`config.mk`:
```
export PLATFORM = sky130hd
export DESIGN_NAME = orthogonal_wire_router_top
export DESIGN_NICKNAME = d
export VERILOG_FILES = /design/src/hw/rtl/owr_pkg.sv /design/src/hw/rtl/owr_tables.sv /design/src/hw/rtl/owr_core.sv /design/src/hw/rtl/orthogonal_wire_router_top.sv
export SDC_FILE = /design/constraint.sdc
export NUM_CORES = 2
export LEC_CHECK = 0
export ABC_AREA = 1
export BUFFER_PORTS_ARGS = -buffer_cell sky130_fd_sc_hd__buf_2
export CAP_MARGIN = 15
export CORE_ASPECT_RATIO = 1.1
export CORE_MARGIN = 5
export CORE_UTILIZATION = 57
export DETAILED_ROUTE_END_ITERATION = 12
export GPL_TIMING_DRIVEN = 1
export HOLD_SLACK_MARGIN = 0.08
export PLACE_DENSITY = 0.74
export SLEW_MARGIN = 10
export SYNTH_ARGS = -nofsm -noshare
export SYNTH_HDL_FRONTEND = slang
export SYNTH_SLANG_ARGS = --single-unit
```
`constraint.sdc`:
```
create_clock -name clk_i -period 7.2 [get_ports clk_i]
set_input_delay 1.08 -clock clk_i [delete_from_list [all_inputs] [get_ports clk_i]]
set_output_delay 1.08 -clock clk_i [all_outputs]
set_load 0.03 [all_outputs]
```
`src/hw/rtl/owr_pkg.sv`:
```
`timescale 1ns / 1ps
// ----------------------------------------------------------------------------
// owr_pkg
// Shared constants, codes and helpers for the orthogonal wire router.
// ----------------------------------------------------------------------------
package owr_pkg;

  localparam int CLEARANCE   = 8;
  localparam int EDGE_MARGIN = 6;
  localparam int ROUTE_SLOTS = 6;
  localparam int BOX_BITS    = 11;
  localparam int CANVAS_BITS = 11;
  localparam int COUNT_BITS  = 5;

  // opcodes
  localparam logic [1:0] OP_NODE  = 2'd0;
  localparam logic [1:0] OP_PORT  = 2'd1;
  localparam logic [1:0] OP_ROUTE = 2'd2;

  // register indexes
  localparam logic [1:0] CFG_CANVAS_W = 2'd0;
  localparam logic [1:0] CFG_CANVAS_H = 2'd1;
  localparam logic [1:0] CFG_NODE_CNT = 2'd2;

  // status codes
  localparam logic [2:0] STS_OK       = 3'd0;
  localparam logic [2:0] STS_BAD_REQ  = 3'd1;
  localparam logic [2:0] STS_NO_CORR  = 3'd2;
  localparam logic [2:0] STS_TOO_MANY = 3'd3;
  localparam logic [2:0] STS_CROSSES  = 3'd4;

  // result control group from the core to the output register
  typedef struct packed {
    logic       valid;
    logic       last;
    logic [2:0] number;
    logic [2:0] status;
  } res_ctl_t;

  // lane mod 5 via reciprocal multiply, exact for 8-bit lanes
  function automatic logic [2:0] lane_mod5(input logic [7:0] lane);
    logic [17:0] prod;
    logic [7:0]  quo;
    logic [10:0] back;
    prod = 18'(lane) * 18'd205;
    quo  = prod[17:10];
    back = 11'(quo) * 11'd5;
    return 3'(11'(lane) - back);
  endfunction

  // corridor offset picked by lane mod 5
  function automatic logic signed [4:0] lane_shift(input logic [2:0] m);
    logic signed [4:0] s;
    case (m)
      3'd0:    s = 5'sd0;
      3'd1:    s = -5'sd5;
      3'd2:    s = 5'sd5;
      3'd3:    s = -5'sd10;
      3'd4:    s = 5'sd10;
      default: s = 5'sd0;
    endcase
    return s;
  endfunction

endpackage

```
`src/hw/rtl/owr_tables.sv`:
```
`timescale 1ns / 1ps
// ----------------------------------------------------------------------------
// owr_tables
// Node rectangle and port position memories, one port each, registered read.
// ----------------------------------------------------------------------------
module owr_tables import owr_pkg::*; #(
  parameter int MAX_NODES      = 16,
  parameter int PORTS_PER_NODE = 4,
  parameter int COORD_BITS     = 12,
  localparam int NAW = $clog2(MAX_NODES),
  localparam int PAW = $clog2(MAX_NODES * PORTS_PER_NODE),
  localparam int NRW = 2 * COORD_BITS + 2 * BOX_BITS,
  localparam int PRW = 2 * COORD_BITS
) (
  input  logic           clk_i,
  input  logic           node_we_i,
  input  logic [NAW-1:0] node_addr_i,
  input  logic [NRW-1:0] node_wdata_i,
  output logic [NRW-1:0] node_rdata_o,
  input  logic           port_we_i,
  input  logic [PAW-1:0] port_addr_i,
  input  logic [PRW-1:0] port_wdata_i,
  output logic [PRW-1:0] port_rdata_o
);

  logic [NRW-1:0] node_mem [MAX_NODES];
  logic [PRW-1:0] port_mem [MAX_NODES * PORTS_PER_NODE];

  always_ff @(posedge clk_i) begin
    if (node_we_i) begin
      node_mem[node_addr_i] <= node_wdata_i;
    end
    node_rdata_o <= node_mem[node_addr_i];
  end

  always_ff @(posedge clk_i) begin
    if (port_we_i) begin
      port_mem[port_addr_i] <= port_wdata_i;
    end
    port_rdata_o <= port_mem[port_addr_i];
  end

endmodule

```
`src/hw/rtl/owr_core.sv`:
```
`timescale 1ns / 1ps
// ----------------------------------------------------------------------------
// owr_core
// Route sequencer: table loads, node scans, spine and bus pick, point
// build, segment check against every active node, and result emission.
// ----------------------------------------------------------------------------
module owr_core import owr_pkg::*; #(
  parameter int MAX_NODES      = 16,
  parameter int PORTS_PER_NODE = 4,
  parameter int MAX_POINTS     = 8,
  parameter int COORD_BITS     = 12,
  localparam int NAW = $clog2(MAX_NODES),
  localparam int PAW = $clog2(MAX_NODES * PORTS_PER_NODE),
  localparam int NRW = 2 * COORD_BITS + 2 * BOX_BITS,
  localparam int PRW = 2 * COORD_BITS
) (
  input  logic                         clk_i,
  input  logic                         rst_ni,
  input  logic                         start_i,
  input  logic [1:0]                   opcode_i,
  input  logic [3:0]                   node_index_i,
  input  logic [1:0]                   port_index_i,
  input  logic [3:0]                   second_node_i,
  input  logic [1:0]                   second_port_i,
  input  logic [7:0]                   lane_i,
  input  logic signed [COORD_BITS-1:0] pos_x_i,
  input  logic signed [COORD_BITS-1:0] pos_y_i,
  input  logic [BOX_BITS-1:0]          box_width_i,
  input  logic [BOX_BITS-1:0]          box_height_i,
  input  logic [CANVAS_BITS-1:0]       canvas_width_i,
  input  logic [CANVAS_BITS-1:0]       canvas_height_i,
  input  logic [COUNT_BITS-1:0]        node_count_i,
  output logic                         node_we_o,
  output logic [NAW-1:0]               node_addr_o,
  output logic [NRW-1:0]               node_wdata_o,
  input  logic [NRW-1:0]               node_rdata_i,
  output logic                         port_we_o,
  output logic [PAW-1:0]               port_addr_o,
  output logic [PRW-1:0]               port_wdata_o,
  input  logic [PRW-1:0]               port_rdata_i,
  output logic                         busy_o,
  output res_ctl_t                     res_o,
  output logic [COORD_BITS-1:0]        res_x_o,
  output logic [COORD_BITS-1:0]        res_y_o
);

  // internal coordinate width: holds right/bottom edges plus margins
  localparam int IW    = ((COORD_BITS > 12) ? COORD_BITS : 12) + 4;
  localparam int CNTW  = $clog2(MAX_NODES + 1);
  localparam int LIMIT = (MAX_POINTS < ROUTE_SLOTS) ? MAX_POINTS : ROUTE_SLOTS;

  localparam logic [3:0] S_IDLE   = 4'd0;
  localparam logic [3:0] S_LD1    = 4'd1;
  localparam logic [3:0] S_LD2    = 4'd2;
  localparam logic [3:0] S_LD3    = 4'd3;
  localparam logic [3:0] S_SCAN   = 4'd4;
  localparam logic [3:0] S_SP1    = 4'd5;
  localparam logic [3:0] S_SP2    = 4'd6;
  localparam logic [3:0] S_BUS1   = 4'd7;
  localparam logic [3:0] S_BUS2   = 4'd8;
  localparam logic [3:0] S_BUILD  = 4'd9;
  localparam logic [3:0] S_CHK0   = 4'd10;
  localparam logic [3:0] S_CHKSEG = 4'd11;
  localparam logic [3:0] S_CHKSCN = 4'd12;
  localparam logic [3:0] S_EMIT   = 4'd13;
  localparam logic [3:0] S_FAIL   = 4'd14;

  typedef logic signed [IW-1:0] crd_t;

  logic [3:0] state_q, state_d;
  logic [3:0] n1_q, n1_d, n2_q, n2_d;
  logic [1:0] p1_q, p1_d, p2_q, p2_d;
  logic [7:0] lane_q, lane_d;
  logic [2:0] mod5_q, mod5_d;
  logic [2:0] fail_q, fail_d;
  logic       left1_q, left1_d, left2_q, left2_d;
  crd_t x1_q, x1_d, y1_q, y1_d, x2_q, x2_d, y2_q, y2_d;
  crd_t nl1_q, nl1_d, nr1_q, nr1_d;
  crd_t lo1_q, lo1_d, hi1_q, hi1_d, lo2_q, lo2_d, hi2_q, hi2_d;
  crd_t top_q, top_d, bot_q, bot_d;
  crd_t s1_q, s1_d, s2_q, s2_d;
  crd_t tr_q, tr_d, br_q, br_d, ry_q, ry_d;
  crd_t lx_q, lx_d, ly_q, ly_d;
  crd_t ax_q, ax_d, ay_q, ay_d, bx_q, bx_d, by_q, by_d;
  crd_t px_q [ROUTE_SLOTS];
  crd_t py_q [ROUTE_SLOTS];
  crd_t px_d [ROUTE_SLOTS];
  crd_t py_d [ROUTE_SLOTS];
  logic [CNTW-1:0] idx_q, idx_d;
  logic            pend_q, pend_d;
  logic [2:0]      cand_q, cand_d, pn_q, pn_d, pi_q, pi_d;

  // active node count
  logic [CNTW-1:0] cnt;
  assign cnt = (32'(node_count_i) > MAX_NODES) ? CNTW'(MAX_NODES) : CNTW'(node_count_i);

  crd_t cw_s, ch_s;
  assign cw_s = IW'($signed({1'b0, canvas_width_i}));
  assign ch_s = IW'($signed({1'b0, canvas_height_i}));

  // node row decode {left, top, width, height}
  crd_t rl, rt, rr, rb, rhw;
  assign rl  = IW'($signed(node_rdata_i[NRW-1 -: COORD_BITS]));
  assign rt  = IW'($signed(node_rdata_i[2*BOX_BITS+COORD_BITS-1 -: COORD_BITS]));
  assign rr  = rl + IW'($signed({1'b0, node_rdata_i[2*BOX_BITS-1 -: BOX_BITS]}));
  assign rb  = rt + IW'($signed({1'b0, node_rdata_i[BOX_BITS-1:0]}));
  assign rhw = IW'($signed({2'b00, node_rdata_i[2*BOX_BITS-1 -: BOX_BITS-1]}));

  crd_t prx, pry;
  assign prx = IW'($signed(port_rdata_i[PRW-1 -: COORD_BITS]));
  assign pry = IW'($signed(port_rdata_i[COORD_BITS-1:0]));

  // shared spine unit: centre of gap (C-style halving), lane offset, clamp
  crd_t sp_lo, sp_hi, sp_sum, sp_half, sp_raw, sp_sel;
  logic sp_empty;
  always_comb begin
    sp_lo   = (state_q == S_SP1) ? lo1_q : lo2_q;
    sp_hi   = (state_q == S_SP1) ? hi1_q : hi2_q;
    sp_sum  = sp_lo + sp_hi;
    sp_half = (sp_sum + ((sp_sum < 0) ? crd_t'(1) : crd_t'(0))) >>> 1;
    sp_raw  = sp_half + IW'(lane_shift(mod5_q));
    sp_empty = sp_lo > sp_hi;
    if (sp_raw < sp_lo) begin
      sp_sel = sp_lo;
    end else if (sp_raw > sp_hi) begin
      sp_sel = sp_hi;
    end else begin
      sp_sel = sp_raw;
    end
  end

  // bus offset and cost compare
  crd_t off, tr_raw, br_raw, ch_lim, d1t, d2t, d1b, d2b, tcost, bcost;
  always_comb begin
    off    = IW'($signed({1'b0, lane_q[1:0], 2'b00})) + IW'(CLEARANCE);
    tr_raw = top_q - off;
    br_raw = bot_q + off;
    ch_lim = ch_s - IW'(EDGE_MARGIN);
    d1t    = y1_q - tr_q;
    d2t    = y2_q - tr_q;
    d1b    = y1_q - br_q;
    d2b    = y2_q - br_q;
    tcost  = ((d1t < 0) ? -d1t : d1t) + ((d2t < 0) ? -d2t : d2t);
    bcost  = ((d1b < 0) ? -d1b : d1b) + ((d2b < 0) ? -d2b : d2b);
  end

  // route candidate point
  crd_t cx, cy;
  logic same_spine;
  logic [2:0] last_cand;
  assign same_spine = (s1_q == s2_q);
  assign last_cand  = same_spine ? 3'd3 : 3'd5;
  always_comb begin
    cx = x2_q;
    cy = y2_q;
    case (cand_q)
      3'd0: begin cx = x1_q; cy = y1_q; end
      3'd1: begin cx = s1_q; cy = y1_q; end
      3'd2: begin
        cx = same_spine ? s2_q : s1_q;
        cy = same_spine ? y2_q : ry_q;
      end
      3'd3: begin
        cx = same_spine ? x2_q : s2_q;
        cy = same_spine ? y2_q : ry_q;
      end
      3'd4: begin cx = s2_q; cy = y2_q; end
      default: begin cx = x2_q; cy = y2_q; end
    endcase
  end

  // segment versus node interior
  logic hit;
  always_comb begin
    if (ay_q == by_q) begin
      hit = (ay_q > rt) && (ay_q < rb) &&
            (((ax_q > bx_q) ? ax_q : bx_q) > rl) && (((ax_q < bx_q) ? ax_q : bx_q) < rr);
    end else begin
      hit = (ax_q > rl) && (ax_q < rr) &&
            (((ay_q > by_q) ? ay_q : by_q) > rt) && (((ay_q < by_q) ? ay_q : by_q) < rb);
    end
  end

  crd_t cur_px, cur_py;
  assign cur_px = px_q[pi_q];
  assign cur_py = py_q[pi_q];

  logic bad_req;
  assign bad_req = (canvas_width_i == '0) || (canvas_height_i == '0) ||
                   (32'(node_index_i) >= 32'(cnt)) || (32'(second_node_i) >= 32'(cnt)) ||
                   (32'(port_index_i) >= PORTS_PER_NODE) ||
                   (32'(second_port_i) >= PORTS_PER_NODE);

  always_comb begin
    state_d = state_q;
    n1_d = n1_q; n2_d = n2_q; p1_d = p1_q; p2_d = p2_q;
    lane_d = lane_q; mod5_d = mod5_q; fail_d = fail_q;
    left1_d = left1_q; left2_d = left2_q;
    x1_d = x1_q; y1_d = y1_q; x2_d = x2_q; y2_d = y2_q;
    nl1_d = nl1_q; nr1_d = nr1_q;
    lo1_d = lo1_q; hi1_d = hi1_q; lo2_d = lo2_q; hi2_d = hi2_q;
    top_d = top_q; bot_d = bot_q; s1_d = s1_q; s2_d = s2_q;
    tr_d = tr_q; br_d = br_q; ry_d = ry_q; lx_d = lx_q; ly_d = ly_q;
    ax_d = ax_q; ay_d = ay_q; bx_d = bx_q; by_d = by_q;
    px_d = px_q; py_d = py_q;
    idx_d = idx_q; pend_d = pend_q;
    cand_d = cand_q; pn_d = pn_q; pi_d = pi_q;

    node_we_o    = 1'b0;
    port_we_o    = 1'b0;
    node_addr_o  = NAW'(node_index_i);
    port_addr_o  = PAW'(32'(node_index_i) * PORTS_PER_NODE + 32'(port_index_i));
    node_wdata_o = {pos_x_i, pos_y_i, box_width_i, box_height_i};
    port_wdata_o = {pos_x_i, pos_y_i};

    res_o   = '0;
    res_x_o = cur_px[COORD_BITS-1:0];
    res_y_o = cur_py[COORD_BITS-1:0];

    case (state_q)
      S_IDLE: begin
        if (start_i) begin
          case (opcode_i)
            OP_NODE: node_we_o = (32'(node_index_i) < MAX_NODES);
            OP_PORT: port_we_o = (32'(node_index_i) < MAX_NODES) &&
                                 (32'(port_index_i) < PORTS_PER_NODE);
            OP_ROUTE: begin
              n1_d = node_index_i; p1_d = port_index_i;
              n2_d = second_node_i; p2_d = second_port_i;
              lane_d = lane_i;
              mod5_d = lane_mod5(lane_i);
              if (bad_req) begin
                fail_d  = STS_BAD_REQ;
                state_d = S_FAIL;
              end else begin
                state_d = S_LD1;
              end
            end
            default: ;
          endcase
        end
      end
      S_LD1: begin
        node_addr_o = NAW'(n1_q);
        port_addr_o = PAW'(32'(n1_q) * PORTS_PER_NODE + 32'(p1_q));
        state_d = S_LD2;
      end
      S_LD2: begin
        x1_d = prx; y1_d = pry;
        nl1_d = rl; nr1_d = rr;
        left1_d = (prx <= rl + rhw);
        node_addr_o = NAW'(n2_q);
        port_addr_o = PAW'(32'(n2_q) * PORTS_PER_NODE + 32'(p2_q));
        state_d = S_LD3;
      end
      S_LD3: begin
        x2_d = prx; y2_d = pry;
        left2_d = (prx <= rl + rhw);
        lo1_d = left1_q ? IW'(EDGE_MARGIN) : nr1_q + IW'(CLEARANCE);
        hi1_d = left1_q ? nl1_q - IW'(CLEARANCE) : cw_s - IW'(EDGE_MARGIN);
        lo2_d = left2_d ? IW'(EDGE_MARGIN) : rr + IW'(CLEARANCE);
        hi2_d = left2_d ? rl - IW'(CLEARANCE) : cw_s - IW'(EDGE_MARGIN);
        // keep the second node's edges in the bus regs' slots for the scan: reuse tr/br
        tr_d = rl; br_d = rr;
        top_d = ch_s; bot_d = '0;
        idx_d = '0; pend_d = 1'b0;
        state_d = S_SCAN;
      end
      S_SCAN: begin
        // tr_q/br_q hold node 2 left/right during this scan
        node_addr_o = idx_q[NAW-1:0];
        if (idx_q < cnt) begin
          idx_d  = idx_q + CNTW'(1);
          pend_d = 1'b1;
        end else begin
          pend_d = 1'b0;
        end
        if (pend_q) begin
          if (left1_q && (rr <= nl1_q) && (rr + IW'(CLEARANCE) > lo1_q)) begin
            lo1_d = rr + IW'(CLEARANCE);
          end
          if (!left1_q && (rl >= nr1_q) && (rl - IW'(CLEARANCE) < hi1_q)) begin
            hi1_d = rl - IW'(CLEARANCE);
          end
          if (left2_q && (rr <= tr_q) && (rr + IW'(CLEARANCE) > lo2_q)) begin
            lo2_d = rr + IW'(CLEARANCE);
          end
          if (!left2_q && (rl >= br_q) && (rl - IW'(CLEARANCE) < hi2_q)) begin
            hi2_d = rl - IW'(CLEARANCE);
          end
          if (rt < top_q) begin
            top_d = rt;
          end
          if (rb > bot_q) begin
            bot_d = rb;
          end
        end
        if ((idx_q == cnt) && !pend_q) begin
          state_d = S_SP1;
        end
      end
      S_SP1: begin
        s1_d = sp_sel;
        if (sp_empty) begin
          fail_d  = STS_NO_CORR;
          state_d = S_FAIL;
        end else begin
          state_d = S_SP2;
        end
      end
      S_SP2: begin
        s2_d   = sp_sel;
        cand_d = '0;
        pn_d   = '0;
        pi_d   = '0;
        if (sp_empty) begin
          fail_d  = STS_NO_CORR;
          state_d = S_FAIL;
        end else if (sp_sel != s1_q) begin
          state_d = S_BUS1;
        end else begin
          state_d = S_BUILD;
        end
      end
      S_BUS1: begin
        tr_d = (tr_raw < IW'(EDGE_MARGIN)) ? IW'(EDGE_MARGIN) : tr_raw;
        br_d = (br_raw > ch_lim) ? ch_lim : br_raw;
        state_d = S_BUS2;
      end
      S_BUS2: begin
        ry_d = ((tcost < bcost) || ((tcost == bcost) && !lane_q[0])) ? tr_q : br_q;
        state_d = S_BUILD;
      end
      S_BUILD: begin
        if ((pn_q != '0) && (cx == lx_q) && (cy == ly_q)) begin
          // repeated point: dropped
          if (cand_q == last_cand) begin
            state_d = S_CHK0;
          end
          cand_d = cand_q + 3'd1;
        end else if (pn_q >= 3'(LIMIT)) begin
          fail_d  = STS_TOO_MANY;
          state_d = S_FAIL;
        end else begin
          px_d[pn_q] = cx;
          py_d[pn_q] = cy;
          lx_d = cx; ly_d = cy;
          pn_d = pn_q + 3'd1;
          cand_d = cand_q + 3'd1;
          if (cand_q == last_cand) begin
            state_d = S_CHK0;
          end
        end
      end
      S_CHK0: begin
        pi_d = 3'd0;
        if (pn_q < 3'd2) begin
          fail_d  = STS_CROSSES;
          state_d = S_FAIL;
        end else begin
          ax_d = cur_px; ay_d = cur_py;
          pi_d = 3'd1;
          state_d = S_CHKSEG;
        end
      end
      S_CHKSEG: begin
        if ((cur_px != ax_q) && (cur_py != ay_q)) begin
          fail_d  = STS_CROSSES;
          state_d = S_FAIL;
        end else begin
          bx_d = cur_px; by_d = cur_py;
          idx_d = '0; pend_d = 1'b0;
          state_d = S_CHKSCN;
        end
      end
      S_CHKSCN: begin
        node_addr_o = idx_q[NAW-1:0];
        if (idx_q < cnt) begin
          idx_d  = idx_q + CNTW'(1);
          pend_d = 1'b1;
        end else begin
          pend_d = 1'b0;
        end
        if (pend_q && hit) begin
          fail_d  = STS_CROSSES;
          state_d = S_FAIL;
        end else if ((idx_q == cnt) && !pend_q) begin
          if (pi_q + 3'd1 < pn_q) begin
            ax_d = bx_q; ay_d = by_q;
            pi_d = pi_q + 3'd1;
            state_d = S_CHKSEG;
          end else begin
            pi_d = 3'd0;
            state_d = S_EMIT;
          end
        end
      end
      S_EMIT: begin
        res_o.valid  = 1'b1;
        res_o.number = pi_q;
        res_o.status = STS_OK;
        res_o.last   = (pi_q + 3'd1 == pn_q);
        pi_d = pi_q + 3'd1;
        if (pi_q + 3'd1 == pn_q) begin
          state_d = S_IDLE;
        end
      end
      S_FAIL: begin
        res_o.valid  = 1'b1;
        res_o.last   = 1'b1;
        res_o.status = fail_q;
        res_x_o = '0;
        res_y_o = '0;
        state_d = S_IDLE;
      end
      default: state_d = S_IDLE;
    endcase
  end

  assign busy_o = (state_q != S_IDLE);

  always_ff @(posedge clk_i or negedge rst_ni) begin
    if (!rst_ni) begin
      state_q <= S_IDLE;
      idx_q   <= '0;
      pend_q  <= 1'b0;
      cand_q  <= '0;
      pn_q    <= '0;
      pi_q    <= '0;
    end else begin
      state_q <= state_d;
      idx_q   <= idx_d;
      pend_q  <= pend_d;
      cand_q  <= cand_d;
      pn_q    <= pn_d;
      pi_q    <= pi_d;
    end
  end

  always_ff @(posedge clk_i) begin
    n1_q <= n1_d; n2_q <= n2_d; p1_q <= p1_d; p2_q <= p2_d;
    lane_q <= lane_d; mod5_q <= mod5_d; fail_q <= fail_d;
    left1_q <= left1_d; left2_q <= left2_d;
    x1_q <= x1_d; y1_q <= y1_d; x2_q <= x2_d; y2_q <= y2_d;
    nl1_q <= nl1_d; nr1_q <= nr1_d;
    lo1_q <= lo1_d; hi1_q <= hi1_d; lo2_q <= lo2_d; hi2_q <= hi2_d;
    top_q <= top_d; bot_q <= bot_d; s1_q <= s1_d; s2_q <= s2_d;
    tr_q <= tr_d; br_q <= br_d; ry_q <= ry_d; lx_q <= lx_d; ly_q <= ly_d;
    ax_q <= ax_d; ay_q <= ay_d; bx_q <= bx_d; by_q <= by_d;
    px_q <= px_d; py_q <= py_d;
  end

endmodule

```
`src/hw/rtl/orthogonal_wire_router_top.sv`:
```
`timescale 1ns / 1ps
// ----------------------------------------------------------------------------
// orthogonal_wire_router_top
// Node/port tables plus a sequenced router that emits orthogonal wire points.
// ----------------------------------------------------------------------------
//
//  channel   | handshake                  | payload
//  ----------+----------------------------+------------------------------------
//  command   | start & !busy              | opcode, indexes, lane, pos, box
//  config    | cfg_we_i                   | cfg_index_i, cfg_data_i
//  result    | res_strobe_o (one cycle)   | point x/y, number, last, status
//
//  A route keeps busy high throughout; every scan walks the single-port
//  node memory one row a cycle, and equal spines skip the bus pick.
//  Results leave one per cycle, back to back, from an output register; the
//  receiver cannot stall them. Reset clears control state and sets the
//  registers to 128, 64, 0; table contents are undefined until written.
//
module orthogonal_wire_router_top import owr_pkg::*; #(
  parameter int MAX_NODES      = 16,
  parameter int PORTS_PER_NODE = 4,
  parameter int MAX_POINTS     = 8,
  parameter int COORD_BITS     = 12
) (
  input  logic                         clk_i,
  input  logic                         rst_ni,
  input  logic                         start,
  output logic                         busy,
  input  logic [1:0]                   opcode_i,
  input  logic [3:0]                   node_index_i,
  input  logic [1:0]                   port_index_i,
  input  logic [3:0]                   second_node_i,
  input  logic [1:0]                   second_port_i,
  input  logic [7:0]                   lane_i,
  input  logic signed [COORD_BITS-1:0] pos_x_i,
  input  logic signed [COORD_BITS-1:0] pos_y_i,
  input  logic [BOX_BITS-1:0]          box_width_i,
  input  logic [BOX_BITS-1:0]          box_height_i,
  input  logic                         cfg_we_i,
  input  logic [1:0]                   cfg_index_i,
  input  logic [CANVAS_BITS-1:0]       cfg_data_i,
  output logic                         res_strobe_o,
  output logic signed [COORD_BITS-1:0] point_x_o,
  output logic signed [COORD_BITS-1:0] point_y_o,
  output logic [2:0]                   point_number_o,
  output logic                         last_point_o,
  output logic [2:0]                   status_o
);

  localparam int NAW = $clog2(MAX_NODES);
  localparam int PAW = $clog2(MAX_NODES * PORTS_PER_NODE);
  localparam int NRW = 2 * COORD_BITS + 2 * BOX_BITS;
  localparam int PRW = 2 * COORD_BITS;

  // configuration registers
  logic [CANVAS_BITS-1:0] canvas_w_q, canvas_h_q;
  logic [COUNT_BITS-1:0]  node_cnt_q;

  always_ff @(posedge clk_i or negedge rst_ni) begin
    if (!rst_ni) begin
      canvas_w_q <= CANVAS_BITS'(128);
      canvas_h_q <= CANVAS_BITS'(64);
      node_cnt_q <= '0;
    end else if (cfg_we_i) begin
      case (cfg_index_i)
        CFG_CANVAS_W: canvas_w_q <= cfg_data_i;
        CFG_CANVAS_H: canvas_h_q <= cfg_data_i;
        CFG_NODE_CNT: node_cnt_q <= cfg_data_i[COUNT_BITS-1:0];
        default: ;  // unmapped index: ignored
      endcase
    end
  end

  // table memories
  logic           node_we, port_we;
  logic [NAW-1:0] node_addr;
  logic [PAW-1:0] port_addr;
  logic [NRW-1:0] node_wdata, node_rdata;
  logic [PRW-1:0] port_wdata, port_rdata;

  owr_tables #(
    .MAX_NODES     (MAX_NODES),
    .PORTS_PER_NODE(PORTS_PER_NODE),
    .COORD_BITS    (COORD_BITS)
  ) u_tables (
    .clk_i       (clk_i),
    .node_we_i   (node_we),
    .node_addr_i (node_addr),
    .node_wdata_i(node_wdata),
    .node_rdata_o(node_rdata),
    .port_we_i   (port_we),
    .port_addr_i (port_addr),
    .port_wdata_i(port_wdata),
    .port_rdata_o(port_rdata)
  );

  // route sequencer
  res_ctl_t              res;
  logic [COORD_BITS-1:0] res_x, res_y;

  owr_core #(
    .MAX_NODES     (MAX_NODES),
    .PORTS_PER_NODE(PORTS_PER_NODE),
    .MAX_POINTS    (MAX_POINTS),
    .COORD_BITS    (COORD_BITS)
  ) u_core (
    .clk_i          (clk_i),
    .rst_ni         (rst_ni),
    .start_i        (start),
    .opcode_i       (opcode_i),
    .node_index_i   (node_index_i),
    .port_index_i   (port_index_i),
    .second_node_i  (second_node_i),
    .second_port_i  (second_port_i),
    .lane_i         (lane_i),
    .pos_x_i        (pos_x_i),
    .pos_y_i        (pos_y_i),
    .box_width_i    (box_width_i),
    .box_height_i   (box_height_i),
    .canvas_width_i (canvas_w_q),
    .canvas_height_i(canvas_h_q),
    .node_count_i   (node_cnt_q),
    .node_we_o      (node_we),
    .node_addr_o    (node_addr),
    .node_wdata_o   (node_wdata),
    .node_rdata_i   (node_rdata),
    .port_we_o      (port_we),
    .port_addr_o    (port_addr),
    .port_wdata_o   (port_wdata),
    .port_rdata_i   (port_rdata),
    .busy_o         (busy),
    .res_o          (res),
    .res_x_o        (res_x),
    .res_y_o        (res_y)
  );

  // result register: each transfer is shown for exactly one cycle
  logic res_strobe_q;

  always_ff @(posedge clk_i or negedge rst_ni) begin
    if (!rst_ni) begin
      res_strobe_q <= 1'b0;
    end else begin
      res_strobe_q <= res.valid;
    end
  end

  always_ff @(posedge clk_i) begin
    if (res.valid) begin
      point_x_o      <= $signed(res_x);
      point_y_o      <= $signed(res_y);
      point_number_o <= res.number;
      last_point_o   <= res.last;
      status_o       <= res.status;
    end
  end

  assign res_strobe_o = res_strobe_q;

endmodule

```
==> tab_implementation.tex <==
\begin{tabular}{lr}
\hline
Metric & Value \\
\hline
\multicolumn{2}{l}{\textbf{Status}} \\
Status & finished with violations \\
Failing checks & setup timing \\
\multicolumn{2}{l}{\textbf{Timing}} \\
Number of hold-slack violations in the final timing report & 0 \\
Final critical path time including I/O delays and setup & 7.58 ns \\
Slew Limit Fails & 0 \\
RSZ-0062 raised after global routing & true \\
Setup Viol. Count Final & 4 \\
Transition time at the pin with the least slew margin & 1.20 ns \\
Share of the clock period used by the worst path & 1.05 \\
Worst-case headroom to the max-slew limit & 0.197 \\
Worst Setup Slack, final & -0.378 ns \\
Worst clock skew on the final layout & 0.0719 ns \\
Worst hold slack & 0.340 ns \\
Highest clock frequency the design can meet & 132 MHz \\
\multicolumn{2}{l}{\textbf{Global routing}} \\
Global-route wire length before repair & 583,000 um \\
Global-route congestion overflow total & 0 \\
Antenna violations before repair & 25 \\
Number of global-route vias before repair & 87.6k \\
GRT Total Usage & 0.332 \\
Largest net degree at the start of global routing & 185 \\
\multicolumn{2}{l}{\textbf{Logic synthesis}} \\
Share of flip-flops with an asynchronous set or reset after synthesis & 0.0159 \\
Yosys warning total & 0 \\
\#FFs+latches synth & 2,962 \\
Library cell with the largest summed area after synthesis & edfxtp\_1 \\
Synth Cell Area & 131,000 um2 \\
Area share of the largest cell type after synthesis & 0.651 \\
Largest cells by area after synthesis & edfxtp\_1, ha\_1, a22oi\_1, nand2\_1, inv\_1 \\
Fraction of the yosys area taken by sequential cells & 0.671 \\
Count of different cell masters after synthesis & 79 \\
Library cell with the highest instance count after synthesis & edfxtp\_1 \\
Count of flip-flops with a built-in enable after synthesis & 2,845 \\
Post-Syn Nets & 11.0k \\
Instance count of the mapped netlist & 10.3k \\
Post-Synthesis Mean Instance Area & 12.8 um2 \\
Leading register cell type out of synthesis & edfxtp\_1 \\
Leading post-synthesis cells by instance count & edfxtp\_1, nand2\_1, inv\_1 \\
\multicolumn{2}{l}{\textbf{Worst setup path}} \\
Crit path DAT & 8.39 ns \\
Cell mode on critical path & buf\_4 \\
Worst path max stage delay & 0.37 ns \\
Category of the critical setup timing path & flip-flop to flip-flop \\
Required time reported for the critical path endpoint & 8.01 ns \\
Slowest library cell on the worst path & dfrtp\_1 \\
Endpoint kind of the worst setup timing path & flip-flop \\
Element type at the critical path start & flip-flop \\
CP max FO & 15 \\
\multicolumn{2}{l}{\textbf{Placement}} \\
HPWL after detailed placement & 264,000 um \\
Cell area after placement & 139,000 um2 \\
Number of buffer cells added on primary ports & 117 \\
Final weighted congestion of routability-driven global placement & 0.978 \\
Placed insts & 13.6k \\
Worst slack at placement & -1.26 ns \\
\multicolumn{2}{l}{\textbf{Clocking}} \\
Clock latency on the worst-skew pair & 0.98 ns \\
CTS Hold Bufs & 0 \\
Clock Tree Root & clkbuf\_16 \\
Clock tree sinks & 2,962 \\
Worst-case clock buffer depth & 4 \\
Number of H-tree levels & 5 \\
TritonCTS clock tree & yes \\
TritonCTS Buffers & 309 \\
Clock slew seen by the registers of the worst setup and hold paths & 0.07 ns \\
\multicolumn{2}{l}{\textbf{Route}} \\
Final routed wire length divided by cell count & 28.7 um \\
Remaining routing DRC violations & 0 \\
Antenna-violating nets left & 0 \\
Length of the first detailed-routing pass in iterations & 8 \\
DRC violation total after the first TritonRoute iteration & 11.5k \\
Post-Route WL & 409,000 um \\
Via total after detailed routing & 90.7k \\
Avg Vias per Cell & 6.38 \\
\multicolumn{2}{l}{\textbf{Final layout}} \\
Final cell utilization of the core & 0.657 \\
Design Area, Final & 150,000 um2 \\
Area delta synth->final & 14.6\% \\
Count of fill cells added during filler insertion & 16.3k \\
Number of cells in the finished layout apart from fillers & 14.2k \\
Combined flip-flop and latch cell area & 88,000 um2 \\
Multi-input gate area & 39,700 um2 \\
Total Nets Final & 11.6k \\
Share of layout cells above drive strength 1 & 0.138 \\
\multicolumn{2}{l}{\textbf{Floorplanning}} \\
Placement Rows & 184 \\
Ports placed on the boundary & 118 \\
Initial Utilization & 0.573 \\
Die footprint & 240,000 um2 \\
Die Height & 513 um \\
Core footprint & 229,000 um2 \\
Die width & 467 um \\
\multicolumn{2}{l}{\textbf{Power and ir drop}} \\
Internal Power & 47.7 mW \\
Net switching fraction of the power & 0.426 \\
Sequential fraction of design power & 0.266 \\
Clock Power Share & 0.190 \\
Total power density per cell area & 553 nW/um2 \\
Proportion of power drawn by combinational gates & 0.543 \\
Switching pwr & 35.4 mW \\
Maximum vdd ir drop & 1180 uV \\
Pleak & 55.5 nW \\
\multicolumn{2}{l}{\textbf{Worst hold path}} \\
Class of the worst hold path & primary input to asynchronous set/reset pin \\
\multicolumn{2}{l}{\textbf{Job}} \\
Max-cap violations & 0 \\
\hline
\end{tabular}
-- registers in the layout (all words and copies together), names as in the netlist, 24 cells and up --
| signal | count |
|---|---|
| u_tables.node_mem | 736 |
| u_core.py_q | 96 |
| u_core.px_q | 96 |
| u_tables.node_rdata_o | 46 |
| u_tables.port_mem | 1536 |
| u_tables.port_rdata_o | 24 |
-- layout by cell type, fill, tap and decap left out, types with 58 or more instances in the layout --
cell type	n
a21oi_1	608
a221oi_1	110
a22o_1	109
a22oi_1	775
a31oi_1	71
buf_2	117
buf_4	520
clkbuf_16	313
dfxtp_1	70
edfxtp_1	2845
ha_1	579
inv_1	847
nand2_1	1453
nand3_1	195
nand4_1	186
nor2_1	394
nor2_2	84
nor3_1	58
o21ai_0	433
xnor2_1	78
xor2_1	207
-- what timing repair did --
action / in CTS / in global routing
setup endpoints to repair: 35 / 51
gates resized for setup: 144 / 152
pin swaps: 75 / 102
setup buffers: 30 / 32
cloned: 6 / 3
-- logic make-up (layout without fill, tap and decap cells) --
family / count (synthesis) / after routing / share of synthesized area
compound gates: 2472 / 2472 / 0.123
xor+xnor: 292 / 292 / 0.0195
fa+ha+maj: 627 / 627 / 0.0612
buf+inv: 1285 / 2130 / 0.0385
flops: 2962 / 2962 / 0.671
mux: 1 / 1 / 0.0000858
other cells: 0 / 19 / 0
simple gates: 2650 / 2655 / 0.0873
-- area by class of cell --
class | count | share of cell area
Sequential cell | 2962 | 0.585
Multi-Input combinational cell | 6047 | 0.264
Clock buffer | 369 | 0.0536
Timing Repair Buffer | 689 | 0.0361
Tap cell | 3069 | 0.0255
Inverter | 899 | 0.0227
Clock inverter | 173 | 0.0121
Antenna cell | 19 | 0.000316
-- worst paths after layout --
kind	slack (ns)	cells past startpoint	end	startpoint
max	-0.38	53	u_core.state_q[2]	u_core.state_q[2]
min	0.34	2	canvas_h_q[9]	rst_ni
max reg2reg	-0.38	53	u_core.state_q[2]	u_core.state_q[2]
min reg2reg	0.43	0	u_core.y2_q[3]	u_tables.port_rdata_o[3]
max in group asynchronous	6.26	2	u_core.pi_q[0]	rst_ni
min in group clk_i	0.36	1	u_core.n1_q[0]	node_index_i[0]
-- worst max-delay path: cells and delay by family (launching register included) --
family	cells	cell delay (ns)
compound gates	4	0.75
buf+inv	15	2.02
simple gates	28	2.90
xor+xnor	2	0.44
flops	1	0.37
fa+ha+maj	4	0.97
-- per-layer routing --
layer,global-route usage,routed length [um],vias to the layer above
met5,0,42,-
met4,0.211,31500,8
met3,0.0561,39000,1163
met2,0.533,193000,5498
met1,0.422,146000,44500
li1,-,-,39500
-- power groups by stage --
stage | clock network (mW) | registers, mW | logic (mW)
finish | 15.8 | 22.1 | 45.1
global route | 16.6 | 22.2 | 48.7
CTS | 15.9 | 22.1 | 41.8
detailed placement | 0 | 22.4 | 38.9
global placement | 0 | 22.4 | 38.2
floorplan | 0 | 22.0 | 23.3
-- metrics by stage --
stage,setup TNS (ns),total power [mW]
2_1_floorplan,0,45.3
3_3_place_gp,-14.03,60.6
3_5_place_dp,-20.48,61.4
4_1_cts,-0.998,79.8
5_1_grt,-6.21,87.5
6_report,-1.01,83.1
Power figures use the tool's default switching activity.
